[src/sv/task_path_sequencer_core_macros.svh]
// assertion macros of the task path sequencer core
`ifndef TASK_PATH_SEQUENCER_CORE_MACROS_SVH
`define TASK_PATH_SEQUENCER_CORE_MACROS_SVH
`ifndef NO_ASSERTIONS
// checked while out of reset
`define TPS_ASSERT(lbl, clk, rst_n, prop) \
  lbl: assert property (@(posedge clk) disable iff (!rst_n) prop) \
    else $error("task path sequencer check failed");
// checked on every edge, reset included
`define TPS_ASSERT_ALWAYS(lbl, clk, prop) \
  lbl: assert property (@(posedge clk) prop) \
    else $error("task path sequencer reset check failed");
`else
`define TPS_ASSERT(lbl, clk, rst_n, prop)
`define TPS_ASSERT_ALWAYS(lbl, clk, prop)
`endif
`endif

[src/sv/tps_pkg.sv]
// shared types, constants and helpers of the task path sequencer
`timescale 1ns / 1ps
package tps_pkg;

  // table geometry
  localparam int PATHS       = 8;
  localparam int SLOTS       = 16;
  localparam int PATH_W      = $clog2(PATHS);
  localparam int SLOT_W      = $clog2(SLOTS);
  localparam int ROW_AW      = PATH_W + 1;
  localparam int COL_AW      = SLOT_W + 1;
  localparam int TABLE_DEPTH = PATHS * SLOTS;
  localparam int IDX_W       = $clog2(TABLE_DEPTH);

  // beat field widths
  localparam int CMD_W      = 2;
  localparam int ACT_W      = 3;
  localparam int TGT_W      = 3;
  localparam int EROW_W     = 3;
  localparam int ESLOT_W    = 4;
  localparam int TASK_W     = 4;
  localparam int OUT_PATH_W = 3;
  localparam int OUT_SLOT_W = 4;

  // first path that sequencing wraps to
  localparam logic [PATH_W-1:0] FIRST_PATH = PATH_W'(1);

  // command codes
  typedef enum logic [CMD_W-1:0] {
    CMD_WRITE   = 2'd0,
    CMD_MONITOR = 2'd1,
    CMD_START   = 2'd2
  } cmd_e;

  // monitor action codes
  typedef enum logic [ACT_W-1:0] {
    ACT_NONE         = 3'd0,
    ACT_RESTART_TASK = 3'd1,
    ACT_RESTART_PATH = 3'd2,
    ACT_SKIP_TASK    = 3'd3,
    ACT_SKIP_PATH    = 3'd4
  } act_e;

  // datapath operations issued by the controller
  typedef enum logic [3:0] {
    DP_IDLE,
    DP_LOAD,
    DP_WRITE,
    DP_RD_CUR,
    DP_RD_TGT,
    DP_RD_SKIP,
    DP_ADV_A,
    DP_ADV_B,
    DP_ADV_C,
    DP_ADV_D,
    DP_COMMIT_TGT,
    DP_COMMIT_SKIP
  } dp_op_e;

  typedef struct packed {
    logic [CMD_W-1:0]   command;
    logic [ACT_W-1:0]   action;
    logic               task_done;
    logic [TGT_W-1:0]   target_path;
    logic [EROW_W-1:0]  entry_row;
    logic [ESLOT_W-1:0] entry_slot;
    logic [TASK_W-1:0]  entry_task;
  } item_t;

  typedef struct packed {
    logic                  dispatch;
    logic [TASK_W-1:0]     task_index;
    logic [OUT_PATH_W-1:0] path_now;
    logic [OUT_SLOT_W-1:0] slot_now;
  } result_t;

  typedef struct packed {
    dp_op_e op;
    logic   dispatch;
  } dp_ctrl_t;

  typedef struct packed {
    logic [CMD_W-1:0] command;
    logic [ACT_W-1:0] action;
    logic             task_done;
    logic             rd_zero;
  } dp_status_t;

  // flat table index of a row and slot
  function automatic logic [IDX_W-1:0] tab_idx(logic [PATH_W-1:0] r, logic [SLOT_W-1:0] c);
    return IDX_W'(int'(r) * SLOTS + int'(c));
  endfunction

endpackage

[src/sv/tps_ctrl.sv]
// sequencing controller of the task path sequencer
`timescale 1ns / 1ps
module tps_ctrl (
  input  logic                  clk_i,
  input  logic                  rst_ni,
  input  logic                  start_i,
  input  tps_pkg::dp_status_t   status_i,
  output tps_pkg::dp_ctrl_t     ctrl_o,
  output logic                  busy_o,
  output logic                  done_o
);
  import tps_pkg::*;

  localparam logic [3:0] S_IDLE  = 4'd0;
  localparam logic [3:0] S_DEC   = 4'd1;
  localparam logic [3:0] S_TGT   = 4'd2;
  localparam logic [3:0] S_SKIP  = 4'd3;
  localparam logic [3:0] S_ADV_A = 4'd4;
  localparam logic [3:0] S_ADV_B = 4'd5;
  localparam logic [3:0] S_ADV_C = 4'd6;
  localparam logic [3:0] S_ADV_D = 4'd7;
  localparam logic [3:0] S_RESP  = 4'd8;

  logic [3:0] state_q, state_d;
  logic       disp_q, disp_d;
  dp_op_e     op;

  // next state and datapath command
  always_comb begin
    state_d = state_q;
    disp_d  = disp_q;
    op      = DP_IDLE;
    case (state_q)
      S_IDLE: begin
        if (start_i) begin
          op      = DP_LOAD;
          state_d = S_DEC;
        end
      end
      S_DEC: begin
        state_d = S_RESP;
        disp_d  = 1'b0;
        case (status_i.command)
          CMD_WRITE: begin
            op = DP_WRITE;
          end
          CMD_START: begin
            op      = DP_RD_CUR;
            state_d = S_ADV_A;
            disp_d  = 1'b1;
          end
          CMD_MONITOR: begin
            case (status_i.action)
              ACT_NONE: begin
                if (status_i.task_done) begin
                  op      = DP_RD_CUR;
                  state_d = S_ADV_A;
                  disp_d  = 1'b1;
                end
              end
              ACT_RESTART_TASK: begin
                disp_d = 1'b1;
              end
              ACT_RESTART_PATH: begin
                op      = DP_RD_TGT;
                state_d = S_TGT;
                disp_d  = 1'b1;
              end
              ACT_SKIP_TASK: begin
                op      = DP_RD_CUR;
                state_d = S_ADV_A;
                disp_d  = 1'b1;
              end
              ACT_SKIP_PATH: begin
                op      = DP_RD_SKIP;
                state_d = S_SKIP;
              end
              default: ;
            endcase
          end
          default: ;
        endcase
      end
      S_TGT: begin
        op      = DP_COMMIT_TGT;
        state_d = S_RESP;
      end
      S_SKIP: begin
        op      = DP_COMMIT_SKIP;
        state_d = S_RESP;
      end
      S_ADV_A: begin
        op      = DP_ADV_A;
        state_d = status_i.rd_zero ? S_ADV_B : S_ADV_C;
      end
      S_ADV_B: begin
        op      = DP_ADV_B;
        state_d = S_ADV_C;
      end
      S_ADV_C: begin
        op      = DP_ADV_C;
        state_d = status_i.rd_zero ? S_ADV_D : S_RESP;
      end
      S_ADV_D: begin
        op      = DP_ADV_D;
        state_d = S_RESP;
      end
      S_RESP: begin
        state_d = S_IDLE;
      end
      default: begin
        state_d = S_IDLE;
      end
    endcase
  end

  // state registers
  always_ff @(posedge clk_i or negedge rst_ni) begin
    if (!rst_ni) begin
      state_q <= S_IDLE;
      disp_q  <= 1'b0;
    end else begin
      state_q <= state_d;
      disp_q  <= disp_d;
    end
  end

  assign ctrl_o.op       = op;
  assign ctrl_o.dispatch = disp_q;
  assign busy_o          = (state_q != S_IDLE);
  assign done_o          = (state_q == S_RESP);

endmodule

[src/sv/tps_datapath.sv]
// path table, position registers and step logic of the task path sequencer
`timescale 1ns / 1ps
module tps_datapath (
  input  logic                clk_i,
  input  logic                rst_ni,
  input  tps_pkg::item_t      item_i,
  input  tps_pkg::dp_ctrl_t   ctrl_i,
  output tps_pkg::dp_status_t status_o,
  output tps_pkg::result_t    result_o
);
  import tps_pkg::*;

  item_t              item_q;
  logic [PATH_W-1:0]  path_q, path_d;
  logic [SLOT_W-1:0]  slot_q, slot_d;
  logic [TASK_W-1:0]  task_q, task_d;
  logic [ROW_AW-1:0]  wp_q, wp_d;
  logic [COL_AW-1:0]  ws_q, ws_d;
  logic [TASK_W-1:0]  wt_q, wt_d;

  logic [TASK_W-1:0]      mem [TABLE_DEPTH];
  logic [TABLE_DEPTH-1:0] valid_q;
  logic [TASK_W-1:0]      mem_rd_q;
  logic                   rd_ok_q;
  logic [TASK_W-1:0]      rdata;
  logic                   rd_zero;

  logic [ROW_AW-1:0] rd_row, wr_row;
  logic [COL_AW-1:0] rd_col, wr_col;
  logic              rd_in, wr_in, wr_en;
  logic [IDX_W-1:0]  rd_idx, wr_idx;

  // registered read beat, unwritten or off-table entries read as zero
  assign rdata   = rd_ok_q ? mem_rd_q : '0;
  assign rd_zero = (rdata == '0);

  // read address for the operation in flight
  always_comb begin
    rd_row = '0;
    rd_col = '0;
    case (ctrl_i.op)
      DP_RD_CUR: begin
        rd_row = ROW_AW'(path_q);
        rd_col = COL_AW'(slot_q);
      end
      DP_RD_TGT: begin
        rd_row = ROW_AW'(item_q.target_path);
      end
      DP_RD_SKIP: begin
        rd_row = ROW_AW'(path_q) + ROW_AW'(1);
      end
      DP_ADV_A: begin
        if (rd_zero) begin
          rd_row = ROW_AW'(FIRST_PATH);
        end else begin
          rd_row = wp_q;
          rd_col = ws_q + COL_AW'(1);
        end
      end
      DP_ADV_B: begin
        rd_row = ROW_AW'(FIRST_PATH);
        rd_col = COL_AW'(1);
      end
      DP_ADV_C: begin
        rd_row = wp_q + ROW_AW'(1);
      end
      default: ;
    endcase
  end

  assign rd_in  = (rd_row < ROW_AW'(PATHS)) && (rd_col < COL_AW'(SLOTS));
  assign rd_idx = tab_idx(PATH_W'(rd_row), SLOT_W'(rd_col));

  // table write port
  assign wr_row = ROW_AW'(item_q.entry_row);
  assign wr_col = COL_AW'(item_q.entry_slot);
  assign wr_in  = (wr_row < ROW_AW'(PATHS)) && (wr_col < COL_AW'(SLOTS));
  assign wr_idx = tab_idx(PATH_W'(wr_row), SLOT_W'(wr_col));
  assign wr_en  = (ctrl_i.op == DP_WRITE) && wr_in;

  // table storage
  always_ff @(posedge clk_i) begin
    if (wr_en) begin
      mem[wr_idx] <= item_q.entry_task;
    end
    mem_rd_q <= mem[rd_idx];
  end

  // entry valid bits and read qualifier
  always_ff @(posedge clk_i or negedge rst_ni) begin
    if (!rst_ni) begin
      valid_q <= '0;
      rd_ok_q <= 1'b0;
    end else begin
      if (wr_en) begin
        valid_q[wr_idx] <= 1'b1;
      end
      rd_ok_q <= rd_in && valid_q[rd_idx];
    end
  end

  // step logic for positions and working copies
  always_comb begin
    path_d = path_q;
    slot_d = slot_q;
    task_d = task_q;
    wp_d   = wp_q;
    ws_d   = ws_q;
    wt_d   = wt_q;
    case (ctrl_i.op)
      DP_RD_CUR: begin
        wp_d = ROW_AW'(path_q);
        ws_d = COL_AW'(slot_q);
      end
      DP_RD_SKIP: begin
        wp_d = ROW_AW'(path_q) + ROW_AW'(1);
      end
      DP_ADV_A: begin
        if (rd_zero) begin
          wp_d = ROW_AW'(FIRST_PATH);
          ws_d = '0;
        end else begin
          wt_d = rdata;
          ws_d = ws_q + COL_AW'(1);
        end
      end
      DP_ADV_B: begin
        wt_d = rdata;
        ws_d = COL_AW'(1);
      end
      DP_ADV_C: begin
        if (rd_zero) begin
          wp_d = wp_q + ROW_AW'(1);
          ws_d = '0;
        end else begin
          task_d = wt_q;
          path_d = PATH_W'(wp_q);
          slot_d = SLOT_W'(ws_q);
        end
      end
      DP_ADV_D: begin
        task_d = wt_q;
        path_d = rd_zero ? FIRST_PATH : PATH_W'(wp_q);
        slot_d = '0;
      end
      DP_COMMIT_TGT: begin
        path_d = PATH_W'(item_q.target_path);
        task_d = rdata;
        slot_d = SLOT_W'(1);
      end
      DP_COMMIT_SKIP: begin
        path_d = rd_zero ? FIRST_PATH : PATH_W'(wp_q);
        slot_d = '0;
      end
      default: ;
    endcase
  end

  // sequencing position registers
  always_ff @(posedge clk_i or negedge rst_ni) begin
    if (!rst_ni) begin
      path_q <= FIRST_PATH;
      slot_q <= '0;
      task_q <= '0;
    end else begin
      path_q <= path_d;
      slot_q <= slot_d;
      task_q <= task_d;
    end
  end

  // input beat capture and working registers
  always_ff @(posedge clk_i) begin
    if (ctrl_i.op == DP_LOAD) begin
      item_q <= item_i;
    end
    wp_q <= wp_d;
    ws_q <= ws_d;
    wt_q <= wt_d;
  end

  assign status_o.command   = item_q.command;
  assign status_o.action    = item_q.action;
  assign status_o.task_done = item_q.task_done;
  assign status_o.rd_zero   = rd_zero;

  assign result_o.dispatch   = ctrl_i.dispatch;
  assign result_o.task_index = task_q;
  assign result_o.path_now   = OUT_PATH_W'(path_q);
  assign result_o.slot_now   = OUT_SLOT_W'(slot_q);

endmodule

[src/sv/task_path_sequencer_core.sv]
// top level of the task path sequencer
// Usage: drive item_i and raise start; the beat is taken on a rising edge
// with start high and busy low. Commands write a path table entry, apply a
// monitor action (none, restart task, restart path, skip task, skip path)
// or start sequencing with one advance.
// Each beat gives exactly one result beat on result_o, marked by
// result_valid_o for one cycle; the receiver cannot hold it off, and the
// result registers keep their value until the next step.
// A write or a command without a table read goes from decode straight to
// the result strobe; restart path and skip path first pass a commit state,
// and an advance passes states A and C, plus B and D on zero reads.
// busy falls the cycle after the strobe. An advance makes up to four
// dependent reads through the single registered read port of the table.
// Reset (rst_ni low, asynchronous) clears the table through per-entry valid
// bits at once, sets the current path to 1, the slot and the task to 0,
// and leaves the block idle; there is no clearing pass.
`timescale 1ns / 1ps
`include "task_path_sequencer_core_macros.svh"
module task_path_sequencer_core (
  input  logic             clk_i,
  input  logic             rst_ni,
  input  logic             start,
  output logic             busy,
  input  tps_pkg::item_t   item_i,
  output logic             result_valid_o,
  output tps_pkg::result_t result_o
);
  import tps_pkg::*;

  dp_ctrl_t   ctrl;
  dp_status_t status;

  // sequencing controller
  tps_ctrl u_ctrl (
    .clk_i    (clk_i),
    .rst_ni   (rst_ni),
    .start_i  (start),
    .status_i (status),
    .ctrl_o   (ctrl),
    .busy_o   (busy),
    .done_o   (result_valid_o)
  );

  // table and position datapath
  tps_datapath u_datapath (
    .clk_i    (clk_i),
    .rst_ni   (rst_ni),
    .item_i   (item_i),
    .ctrl_i   (ctrl),
    .status_o (status),
    .result_o (result_o)
  );

  // an accepted beat keeps the block busy
  `TPS_ASSERT(a_accept_busy, clk_i, rst_ni, start && !busy |=> busy)
  // work in flight never ends without its result beat
  `TPS_ASSERT(a_no_drop, clk_i, rst_ni, busy && !result_valid_o |=> busy)
  // a result beat is single and returns the block to idle
  `TPS_ASSERT(a_single_result, clk_i, rst_ni, result_valid_o |=> !busy && !result_valid_o)
  // nothing is in flight while reset is held
  `TPS_ASSERT_ALWAYS(a_reset_idle, clk_i, !rst_ni |-> !busy && !result_valid_o)

endmodule
[config.mk]
export PLATFORM = sky130hd
export DESIGN_NAME = task_path_sequencer_core
export DESIGN_NICKNAME = d
export VERILOG_FILES = /design/src/sv/tps_pkg.sv /design/src/sv/tps_ctrl.sv /design/src/sv/tps_datapath.sv /design/src/sv/task_path_sequencer_core.sv
export VERILOG_INCLUDE_DIRS = /design/src /design/src/sv
export SDC_FILE = /design/constraint.sdc
export NUM_CORES = 1
export LEC_CHECK = 0
export ABC_AREA = 1
export ABC_CLOCK_PERIOD_IN_PS = 9200
export BUFFER_PORTS_ARGS = -buffer_cell sky130_fd_sc_hd__buf_2
export CORE_MARGIN = 4
export CORE_UTILIZATION = 50
export DETAILED_ROUTE_END_ITERATION = 6
export PLACE_DENSITY = 0.72
export SYNTH_ARGS = -nofsm -noshare
export SYNTH_HDL_FRONTEND = slang
export SYNTH_SLANG_ARGS = --single-unit
[constraint.sdc]
create_clock -name clk_i -period 9.2 [get_ports clk_i]
set_input_delay 1.38 -clock clk_i [delete_from_list [all_inputs] [get_ports clk_i]]
set_output_delay 1.38 -clock clk_i [all_outputs]
set_load 0.005 [all_outputs]
==> results of run 1 <==
[path summary, 6_finish.rpt]
kind	startpoint	end	cells after the start
setup reg to reg	u_datapath.status_o[6]	u_datapath.rd_ok_q	21
min in group asynchronous	rst_ni	u_ctrl.disp_q	1
max in group asynchronous	rst_ni	u_datapath.valid_q[105]	2
hold reg to reg	u_datapath.valid_q[107]	u_datapath.valid_q[107]	1
setup / recovery	u_datapath.status_o[6]	u_datapath.rd_ok_q	21
hold / removal	u_datapath.valid_q[107]	u_datapath.valid_q[107]	1
[power groups by stage]
stage               clock (mW)  combinational [mW]  sequential (mW)
detailed placement           0                2.62             4.35
finish                    2.91                2.67             4.31
floorplan                    0                1.62             4.44
global route              3.07                2.90             4.34
global placement             0                2.55             4.33
CTS                       2.94                2.63             4.29
[state kept, by name (all words and copies together) (netlist names)]
| signal | cells |
|---|---|
| u_ctrl.disp_q | 1 |
| u_ctrl.state_q | 4 |
| u_datapath.item_q | 14 |
| u_datapath.mem | 512 |
| u_datapath.mem_rd_q | 4 |
| u_datapath.path_q | 3 |
| u_datapath.rd_ok_q | 1 |
| u_datapath.slot_q | 4 |
| u_datapath.status_o | 6 |
| u_datapath.task_q | 4 |
| u_datapath.valid_q | 128 |
| u_datapath.wp_q | 4 |
| u_datapath.ws_q | 5 |
| u_datapath.wt_q | 4 |
[cells by family (layout without fill, tap and decap cells)]
logic type	after synthesis	count (layout)	synth area share
XOR/XNOR	3	3	0.0008837
flip-flops	694	694	0.6750
adder cells (fa/ha/maj)	7	7	0.002945
AND/OR/NAND/NOR	1031	1031	0.1622
AO/OA/AOI/OAI	479	479	0.09054
buffers and inverters	485	530	0.06837
[layer usage]
layer / wire [um] / global-route usage
met1: 29720 / 0.3179
met2: 35080 / 0.3702
met3: 7805 / 0.05927
met4: 2401 / 0.08402
met5: 57 / 0.006767
[through the flow]
step	power, mW	hold WS (ns)	cell area (um^2)
after floorplan	6.058	0.4275	29740
after global placement	6.883	0.4395	30430
after detailed placement	6.966	0.4466	30430
after CTS	9.864	0.4603	32800
after global routing	10.31	0.4734	32800
final	9.882	0.4686	32800
[cell usage in the layout, fill, tap and decap left out, types with 2 or more instances in the layout]
cell        count
or2_2         125
nor2_1        182
clkinvlp_4      4
buf_2          35
nand4_1         6
o21ai_1        63
bufinv_16       5
inv_2           5
buf_4          26
nor3_1         12
xor2_1          3
clkbuf_16      74
dfxtp_1         4
clkbuf_8       12
edfxtp_1      545
inv_1         327
a21oi_2         2
nand2_1       263
o221ai_1        2
nand3_2         7
dfrtp_1       144
ha_1            7
nand3_1       416
clkinv_1       12
o21ai_0       167
clkbuf_1       15
nand2_2         4
a31oi_1         7
a21oi_1       130
nor2_2          5
nand2_4         3
clkinv_2        7
o211ai_1       98
buf_12          2
inv_6           3
o22ai_1         4
[worst max-delay path, delay by kind of cell (launching register included)]
kind	cells	cell delay (ns)
flops	1	0.47
simple gates	14	2.10
compound gates	1	0.16
buf+inv	5	1.94
fa+ha+maj	1	0.32
[layout make-up]
type                       instances  area share
tap                              773     0.02949
clock buffer                     101     0.06322
sequential                       694      0.6121
clock inverter                    29    0.009003
multi-input combinational       1520      0.2348
timing repair buffer              64     0.01286
inverter                         336     0.03849
==> results.toml, run 1 <==
[synthesis]
synth_cell_types = 44
yosysWarnings = 0
synth.most_common_cell = "edfxtp_1"
syn_area_per_cell_um2 = 11.02
ys.flop_type = "edfxtp_1"
syn-num-nets = 2729
synth_common_cells = "545 x edfxtp_1, 422 x nand3_1, 329 x inv_1, 264 x nand2_1, 182 x nor2_1"
synth-seq-cells = 694
synth-seq-area-share = 0.6750
synth_top_area_frac = 0.5503
yosysTopAreaCell = "edfxtp_1"
synth_edf_count = 545
async_reset_ff_frac = 0.2089
syn-cell-area_mm2 = 0.02974
syn_inst = 2699
synth_area_leaders = "edfxtp_1 55%, dfrtp_1 12%, nand3_1 7.1%"

[timing]
finalCritPeriodShare = 0.5608
setup_viol = 0
tightest_slew_ns = 1.140
slew_viol_final = 0
worst_slack_ns = 4.040
fmax_ghz = 0.1938
finalCriticalPeriod_ns = 5.160
skew_ns = 0.02608
relSlewSlack = 0.2399
setup_tns_ns = 0
hold_viol = 0
rsz0062_at_grt = "false"

[die]
initial_utilization = 0.5049
die_w_um = 251.9
design.die.area_mm2 = 0.06345
io-pin-count = 37
rows = 89
coreArea_mm2 = 0.05891
fp.dieH_um = 251.9

[worst_setup_path]
critPathArrivalTime_ns = 5.65
cp-start-kind = "flop"
crit_fanout = 170
slowest_delay_ns = 0.88
cp_slowest_cell = "clkinv_2"
regToRegSetupSlack_ns = 4.04
path_cells = "inv_1, ha_1, nand3_1, nand2_1, inv_2, nand2_1, nand2_1, nand2_2, nand4_4, buf_4, nand2_8, clkinv_2, buf_4, nand2_1, nand3_1, nand3_1, nand3_1, nand3_1, nand3_1, a21oi_1, nor2_1"
worstPathRequired_ns = 9.69
worstSetupPathType = "flop to flop"
end_kind = "flop"
crit_top_cell = "nand3_1"

[place]
dp_cells = 3387
gp_congestion = 0.8612
hpwl_um = 43220
pre_cts_ws_ns = 3.768
port_buffers = 36

[power]
p_leak_nw = 12.83
switching_share = 0.3416
p_sw_mw = 3.376
power_frac_clock = 0.294
cellPowerDensity_mw_per_mm2 = 301.3
internal-power_mw = 6.506
combPwrFrac = 0.270
power_frac_seq = 0.436
ir_drop_mv = 0.1976

[grt]
antenna_found_initial = 0
grt_start_max_net_pins = 238
overflow = 0
grt_usage = 0.2340
grt_pass1_vias = 20160
grt_pass1_wl_um = 115900

[run]
max_cap_violations = 0

[clocking]
cts_setup_buffers = 0
insertion_delay_ns = 0.62
cts.sinks = 694
cts_buffer_depth = 3
cts_tree = "yes"
root_buffer = "clkbuf_16"
cts_hold_buf = 0
cts-resized-gates = 0
cts_htree_levels = 3
cts_made_buffers = 70
clk_pin_slew_worst_paths_ns = 0.06

[routing]
via_per_inst = 5.880
detail-route-antenna-nets = 0
drt_iter0_markers = 2237
routed_wl_um = 75060
via_count = 20680
drc_errors = 0
wl_per_cell_um = 21.34
first_pass_iters = 5

[finish]
regArea_mm2 = 0.02008
nets = 2716
antenna_cells = 0
multiInputGateArea_mm2 = 0.007701
area_growth_pct = 10.28
final_cells = 3517
fill_cells = 4806
final_layout_size_suffix_gt1_frac = 0.1199
post-route-util = 0.5567

[min_path]
hp-class = "flop to flop"

[outcome]
status = "complete, no violations"
Note: power is estimated with default switching activity, not from simulation.
==> inputs of run 2 (changes only) <==
Settings changed: ABC_CLOCK_PERIOD_IN_PS 9200 to 4600, PLACE_DENSITY 0.72 to 0.74.
Clock period 9.2 ns to 4.6 ns, I/O delays scaled along.
==> run 2 against run 1 <==
Effect of this change: global-route usage increased by 0.18 points; sequential power grew 100%; clock power up 95%; clock skew is 0.0074 ns lower; hold slack lost 0.29 ns; critical path depth is 3 lower; via count is 0.45% lower; clock-buffer cell count decreased by 2; combinational power rose by 100%; maximum frequency is 29% higher; design area up 0.18%; largest power group unchanged.
==> results.toml, run 2 (same netlist as run 1, synthesis figures left out) <==
[worst_setup_path]
worstSetupPathType = "flop to flop"
critPathArrivalTime_ns = 4.53
ff2ff_path_depth = 18
cp-start-kind = "flop"
end_kind = "flop"
r2r-start = "u_datapath.status_o[6]"
crit_fanout = 44
rr_endpoint = "u_datapath.rd_ok_q"
worstPathRequired_ns = 5.12
regToRegSetupSlack_ns = 0.59

[grt]
overflow = 0
grt_usage = 0.2358
grt_start_max_net_pins = 194
grt_pass1_vias = 20140
grt_pass1_wl_um = 116400
antenna_found_initial = 0

[power]
power_frac_seq = 0.438
cellPowerDensity_mw_per_mm2 = 599.2
p_total_mw = 19.69
p_sw_mw = 6.719
combPwrFrac = 0.274
p_leak_nw = 12.85
internal-power_mw = 12.97
ir_drop_mv = 0.9300
switching_share = 0.3413
power_frac_clock = 0.288

[die]
rows = 89
design.die.area_mm2 = 0.06345
io-pin-count = 37
die_w_um = 251.9
coreArea_mm2 = 0.05891
fp.dieH_um = 251.9
initial_utilization = 0.5049

[clocking]
cts_setup_buffers = 0
cts_made_buffers = 71
cts_hold_buf = 0
clk_pin_slew_worst_paths_ns = 0.06
cts.sinks = 694
root_buffer = "clkbuf_16"
insertion_delay_ns = 0.61
cts_buffer_depth = 3
cts_htree_levels = 3
cts_tree = "yes"
cts-resized-gates = 0

[timing]
setup_viol = 0
finalCriticalPeriod_ns = 4.010
rsz0062_at_grt = "false"
finalCritPeriodShare = 0.8717
setup_tns_ns = 0
fmax_ghz = 0.2494
tightest_slew_ns = 1.136
slew_viol_final = 0
skew_ns = 0.01864
hold_viol = 0
relSlewSlack = 0.2397

[place]
port_buffers = 36
gp_congestion = 0.8943
dp_cells = 3398
hpwl_um = 45280

[finish]
fill_cells = 4737
top_regs = "u_datapath.mem: 512 flops, u_datapath.valid_q: 128 flops, u_datapath.item_q: 14 flops"
nets = 2728
multiInputGateArea_mm2 = 0.007696
antenna_cells = 0
regArea_mm2 = 0.02008
final_layout_size_suffix_gt1_frac = 0.1203
final_cells = 3525
largest_reg_flops = 512
area_growth_pct = 10.48
mostFrequentLayoutCells = "545 x edfxtp_1, 418 x nand3_1, 328 x inv_1"
top_register = "u_datapath.mem"
final_common_cell = "edfxtp_1"

[min_path]
hp-class = "primary input to asynchronous set/reset pin"

[run]
max_cap_violations = 0

[outcome]
status = "complete, no violations"

[routing]
detail-route-antenna-nets = 0
first_pass_iters = 6
wl_per_cell_um = 21.45
drc_errors = 0
via_per_inst = 5.840
routed_wl_um = 75630
via_count = 20590
drt_iter0_markers = 2194
==> run 2: final cells by class <==
cell class	instances	share of cell area
Inverter	336	0.03839
Clock inverter	28	0.008911
Timing Repair Buffer	75	0.01763
Tap cell	773	0.02944
Clock buffer	99	0.06040
Multi-Input combinational cell	1520	0.2342
Sequential cell	694	0.6110
==> run 2: worst max path at each step <==
stage                     slack [ns]                    from                      to
after floorplan                 0.85  u_datapath.status_o[6]    u_datapath.item_q[0]
after global placement          0.73  u_datapath.status_o[6]  u_datapath.mem_rd_q[2]
after detailed placement        0.69  u_datapath.status_o[6]  u_datapath.mem_rd_q[2]
after CTS                       0.68  u_datapath.status_o[6]  u_datapath.mem_rd_q[2]
after global routing            0.29  u_datapath.status_o[6]  u_datapath.mem_rd_q[0]
final                           0.59  u_datapath.status_o[6]      u_datapath.rd_ok_q
==> run 2: power by group through the flow <==
stage	Sequential [mW]	Combinational [mW]	Clock, mW
global placement	8.68	5.18	0
CTS	8.60	5.33	5.72
detailed placement	8.71	5.31	0
floorplan	8.89	3.23	0
finish	8.62	5.40	5.67
global route	8.68	5.85	5.99
==> run 2: layer usage <==
| metal | global-route usage | vias to the layer above | wire length (um) |
|---|---|---|---|
| li1 | - | 9353 | - |
| met1 | 0.3214 | 10010 | 30190 |
| met2 | 0.3791 | 1063 | 35460 |
| met3 | 0.04608 | 165 | 7438 |
| met4 | 0.09221 | 0 | 2539 |
| met5 | 0 | - | 0 |
==> run 2: metrics by stage <==
step / setup WS (ns) / util / hold slack (ns) / instance area (um^2)
2_1_floorplan: 0.8457 / - / 0.3944 / 29740
3_3_place_gp: 0.7294 / 0.5191 / 0.4402 / 30580
3_5_place_dp: 0.6862 / 0.5191 / 0.4512 / 30580
4_1_cts: 0.6807 / 0.5578 / 0.1794 / 32860
5_1_grt: 0.2930 / 0.5578 / 0.2382 / 32860
6_report: 0.5900 / 0.5578 / 0.1738 / 32860
==> run 2: critical path, cell delays in order, from the launching register on <==
cell      delay [ns]
edfxtp_1        0.40
inv_1           0.10
ha_1            0.28
nand3_1         0.13
nand2_1         0.07
inv_2           0.04
nand2_1         0.07
a21oi_2         0.24
nand3_1         0.20
nor2_2          0.22
nand2_1         0.13
nand2_4         0.43
buf_4           0.60
nand3_1         0.18
nand3_1         0.11
nand3_1         0.17
nand3_1         0.19
a21oi_1         0.16
nor2_1          0.17
